===== config.mk =====
export PLATFORM = sky130hd
export DESIGN_NAME = cot_mul
export DESIGN_NICKNAME = d
export VERILOG_FILES = /design/src/rtl/cot_mul.sv
export SDC_FILE = /design/constraint.sdc
export NUM_CORES = 2
export LEC_CHECK = 0
export BUFFER_PORTS_ARGS = -buffer_cell sky130_fd_sc_hd__buf_2
export CORE_MARGIN = 10
export CORE_UTILIZATION = 60
export CTS_CLUSTER_SIZE = 16
export DETAILED_ROUTE_END_ITERATION = 12
export HOLD_SLACK_MARGIN = 0.08
export PLACE_DENSITY_LB_ADDON = 0.2
export SYNTH_ARGS = -nofsm -noshare
export SYNTH_HDL_FRONTEND = slang
export SYNTH_SLANG_ARGS = --single-unit

===== constraint.sdc =====
create_clock -name i_clk -period 22.1 [get_ports i_clk]
set_input_delay 6.63 -clock i_clk [delete_from_list [all_inputs] [get_ports i_clk]]
set_output_delay 6.63 -clock i_clk [all_outputs]
set_load 0.01 [all_outputs]

===== src/rtl/cot_mul.sv =====
// Two-stage signed multiplier, split into two partial products.
`timescale 1ns / 1ps
module cot_mul #(
    parameter int A_W = 36,
    parameter int B_W = 36
) (
    input  logic                     i_clk,
    input  logic                     i_en,
    input  logic signed [A_W-1:0]    i_a,
    input  logic signed [B_W-1:0]    i_b,
    output logic signed [A_W+B_W-1:0] o_p
);
    localparam int LO_W = B_W / 2;
    localparam int HI_W = B_W - LO_W;
    localparam int P_W  = A_W + B_W;

    logic signed [A_W+LO_W:0]   r_lo;
    logic signed [A_W+HI_W-1:0] r_hi;
    logic signed [P_W-1:0]      r_p;

    // low half is unsigned, high half carries the sign
    always_ff @(posedge i_clk) begin
        if (i_en) begin
            r_lo <= (A_W+LO_W+1)'(i_a) * (A_W+LO_W+1)'($signed({1'b0, i_b[LO_W-1:0]}));
            r_hi <= (A_W+HI_W)'(i_a) * (A_W+HI_W)'($signed(i_b[B_W-1:LO_W]));
            r_p  <= (P_W'(r_hi) <<< LO_W) + P_W'(r_lo);
        end
    end

    assign o_p = r_p;

endmodule


==> run metrics <==
status finished clean; reg2reg setup slack 18.47 ns; placed cells 6715; cells along the critical path buf_2 > nand2_1 > fa_1 > inv_1 > fa_1 > inv_1 > fa_1 > inv_1 > fa_1 > fa_1 > inv_1 > fa_1 > inv_1 > ha_1 > and3_1 > and2_1 > o2bb2ai_1 > o31ai_1 > a31oi_1 > o211ai_1 > or3_1 > o21ai_1 > o31ai_1 > xnor2_1; max_cap viols 0; post_cts resized 0; Crit-path slowest cell o31ai_1; grt met2 use 48.0%; Critical Path AT 13.69 ns; Synth Cell Area 0.0529 mm2; TritonCTS clock tree done; Seq/Total Area, Yosys 10.3%; synth warn 0; Worst Reg-to-Reg Cells 13; clk slew on worst S/H paths 0.09 ns; Die Wd 317 um; vias post-DR 37.2k; RSZ-0062 raised after global routing no; Synthesized Nets 7317; Main synth FF type edfxtp_1; worst hold stages 0; clock buffer depth 2; core box area 0.0872 mm2; layout cells sized above 1 3.90%; pre-CTS setup slack 8.29 ns; hold violation total from the final report 0; crit-path max FO 36; initial antenna violation count 8; Synth area leader fa_1; setup TNS 0 ns; GR peak layer met2; commonest non-fill, non-tap cell in the layout inv_1; number of global-route vias before repair 41.4k; Inserted Clock Buffers 17; Async SR Flop Fraction 0%; Yosys reg bits 181; clk sinks 181; Port Buf Inserts 145; first-pass iteration count of the detailed router 7; # setup viols final 0; fmax 0.0743 GHz; DRT iter0 DRCs 2367; Total GRT Usage 27.4%; CP max stage delay 0.72 ns; largest net degree at the start of global routing 93; # DRC 0; CP Class primary input to flip-flop; Slew Viols, Final 0; Starting Density 60.7%; Rows 108; Post-Syn Instances 5687; slew margin rel. 18.0%; Die ar. 0.101 mm2; Post-synth EDFFs 181; vias per inst 5.51; later-pin clock latency in the skew report 0.50 ns; Clock Skew 0.0162 ns; CP Launch Type primary input; Non-Filler Instances 6751; met3 Use GR 3.88%; # hold bufs at CTS 0; HP Class flip-flop to flip-flop; # nets final 7209; Crit path required time 22.34 ns; synth-to-layout area growth 3.51%; WL/cell 19.0 um; Synth top area share 46.9%; Root Driver clkbuf_16; Crit. End Element flip-flop; final worst path period share 60.9%; Chip Height 317 um; I/O pins 146; Mapped Avg Cell Area 9.31 um2; HPWL after detailed placement 99.8 mm; synth top area cells fa_1 (47%), edfxtp_1 (10%), inv_1 (10%), ha_1 (7.5%), and2_1 (6.8%); post-CTS setup buffer count 0; Final ANT Viol Nets 0; commonest non-fill, non-tap cells in the layout inv_1 (1446), fa_1 (1239), nand2_1 (780); drt total wl 128 mm; synth unique cells 70; met1 Use GR 32.8%; global-route wire length before repair 217 mm; cell repeated most along the worst path fa_1; worst setup margin 8.65 ns; routability cong. 0.892; Least-Margin Pin Slew 1.23 ns; H-Tree Depth 4; gr ovfl total 0; fin crit period 13.45 ns
## cells in the mapped netlist (18+ instances only)
library cell,instances
o21bai_1,24
clkbuf_1,277
a31oi_1,18
nand3_1,27
o21ai_0,74
inv_1,1446
o21a_1,22
nor3_1,19
fa_1,1239
nor2b_1,18
nor2_1,82
nand2b_1,23
and2_1,575
ha_1,317
and3_1,23
nand4_1,18
nand2_1,780
edfxtp_1,181
a21oi_1,143
xor2_1,46
a21o_1,83
xnor2_1,112
## flip-flops by register name (all words and copies together), names as in the netlist
signal and flops:
r_hi 54, o_p 72, r_lo 55
## layer usage
layer | vias to the layer above | routed length [um]
met2 | 1188 | 65500
met4 | 8 | 7130
li1 | 16427 | -
met1 | 19284 | 48100
met5 | - | 61
met3 | 301 | 7610
## layout make-up
class / count / area [um2]
multi-input combinational: 3770 / 41000
fill: 7411 / 32400
sequential: 181 / 5440
inverter: 1446 / 5430
tap: 1155 / 1450
timing repair buffer: 163 / 870
clock buffer: 17 / 425
clock inverter: 15 / 208
antenna: 4 / 10.0
## worst paths after layout
| kind | start | end |
|---|---|---|
| worst min-delay path | r_lo[8]$_DFFE_PP_ | o_p[8]$_DFFE_PP_ |
| worst min register to register | r_lo[8]$_DFFE_PP_ | o_p[8]$_DFFE_PP_ |
| worst max register to register | r_lo[18]$_DFFE_PP_ | o_p[70]$_DFFE_PP_ |
| worst max-delay path | i_b[12] | r_lo[53]$_DFFE_PP_ |
## worst max-delay path, delay by kind of cell
family                   cells  cell delay, ns
AND/OR/NAND/NOR              4            0.76
buffers and inverters        6            0.94
AO/OA/AOI/OAI                6            1.86
adder cells (fa/ha/maj)      7            3.38
XOR/XNOR                     1            0.11
## through the flow
step                      cell area (um2)  hold WS [ns]  utilization, %
after floorplan                     52900         0.400               -
after global placement              54200         0.405            62.1
after detailed placement            54200         0.409            62.1
after CTS                           54800         0.418            62.9
after global routing                54800         0.424            62.9
final                               54800         0.415            62.9
## cell families after synthesis
group,after synthesis,share of synthesized area (%)
fa+ha+maj,1556,54.3
simple gates,1599,14.8
buf+inv,1736,12.3
compound gates,456,5.63
mux,1,0.0189
flops,181,10.3
xor+xnor,158,2.61
Power is left out: the tool's default activity adds up to more than one toggle a clock period on the data nets, which glitch-free logic cannot reach.
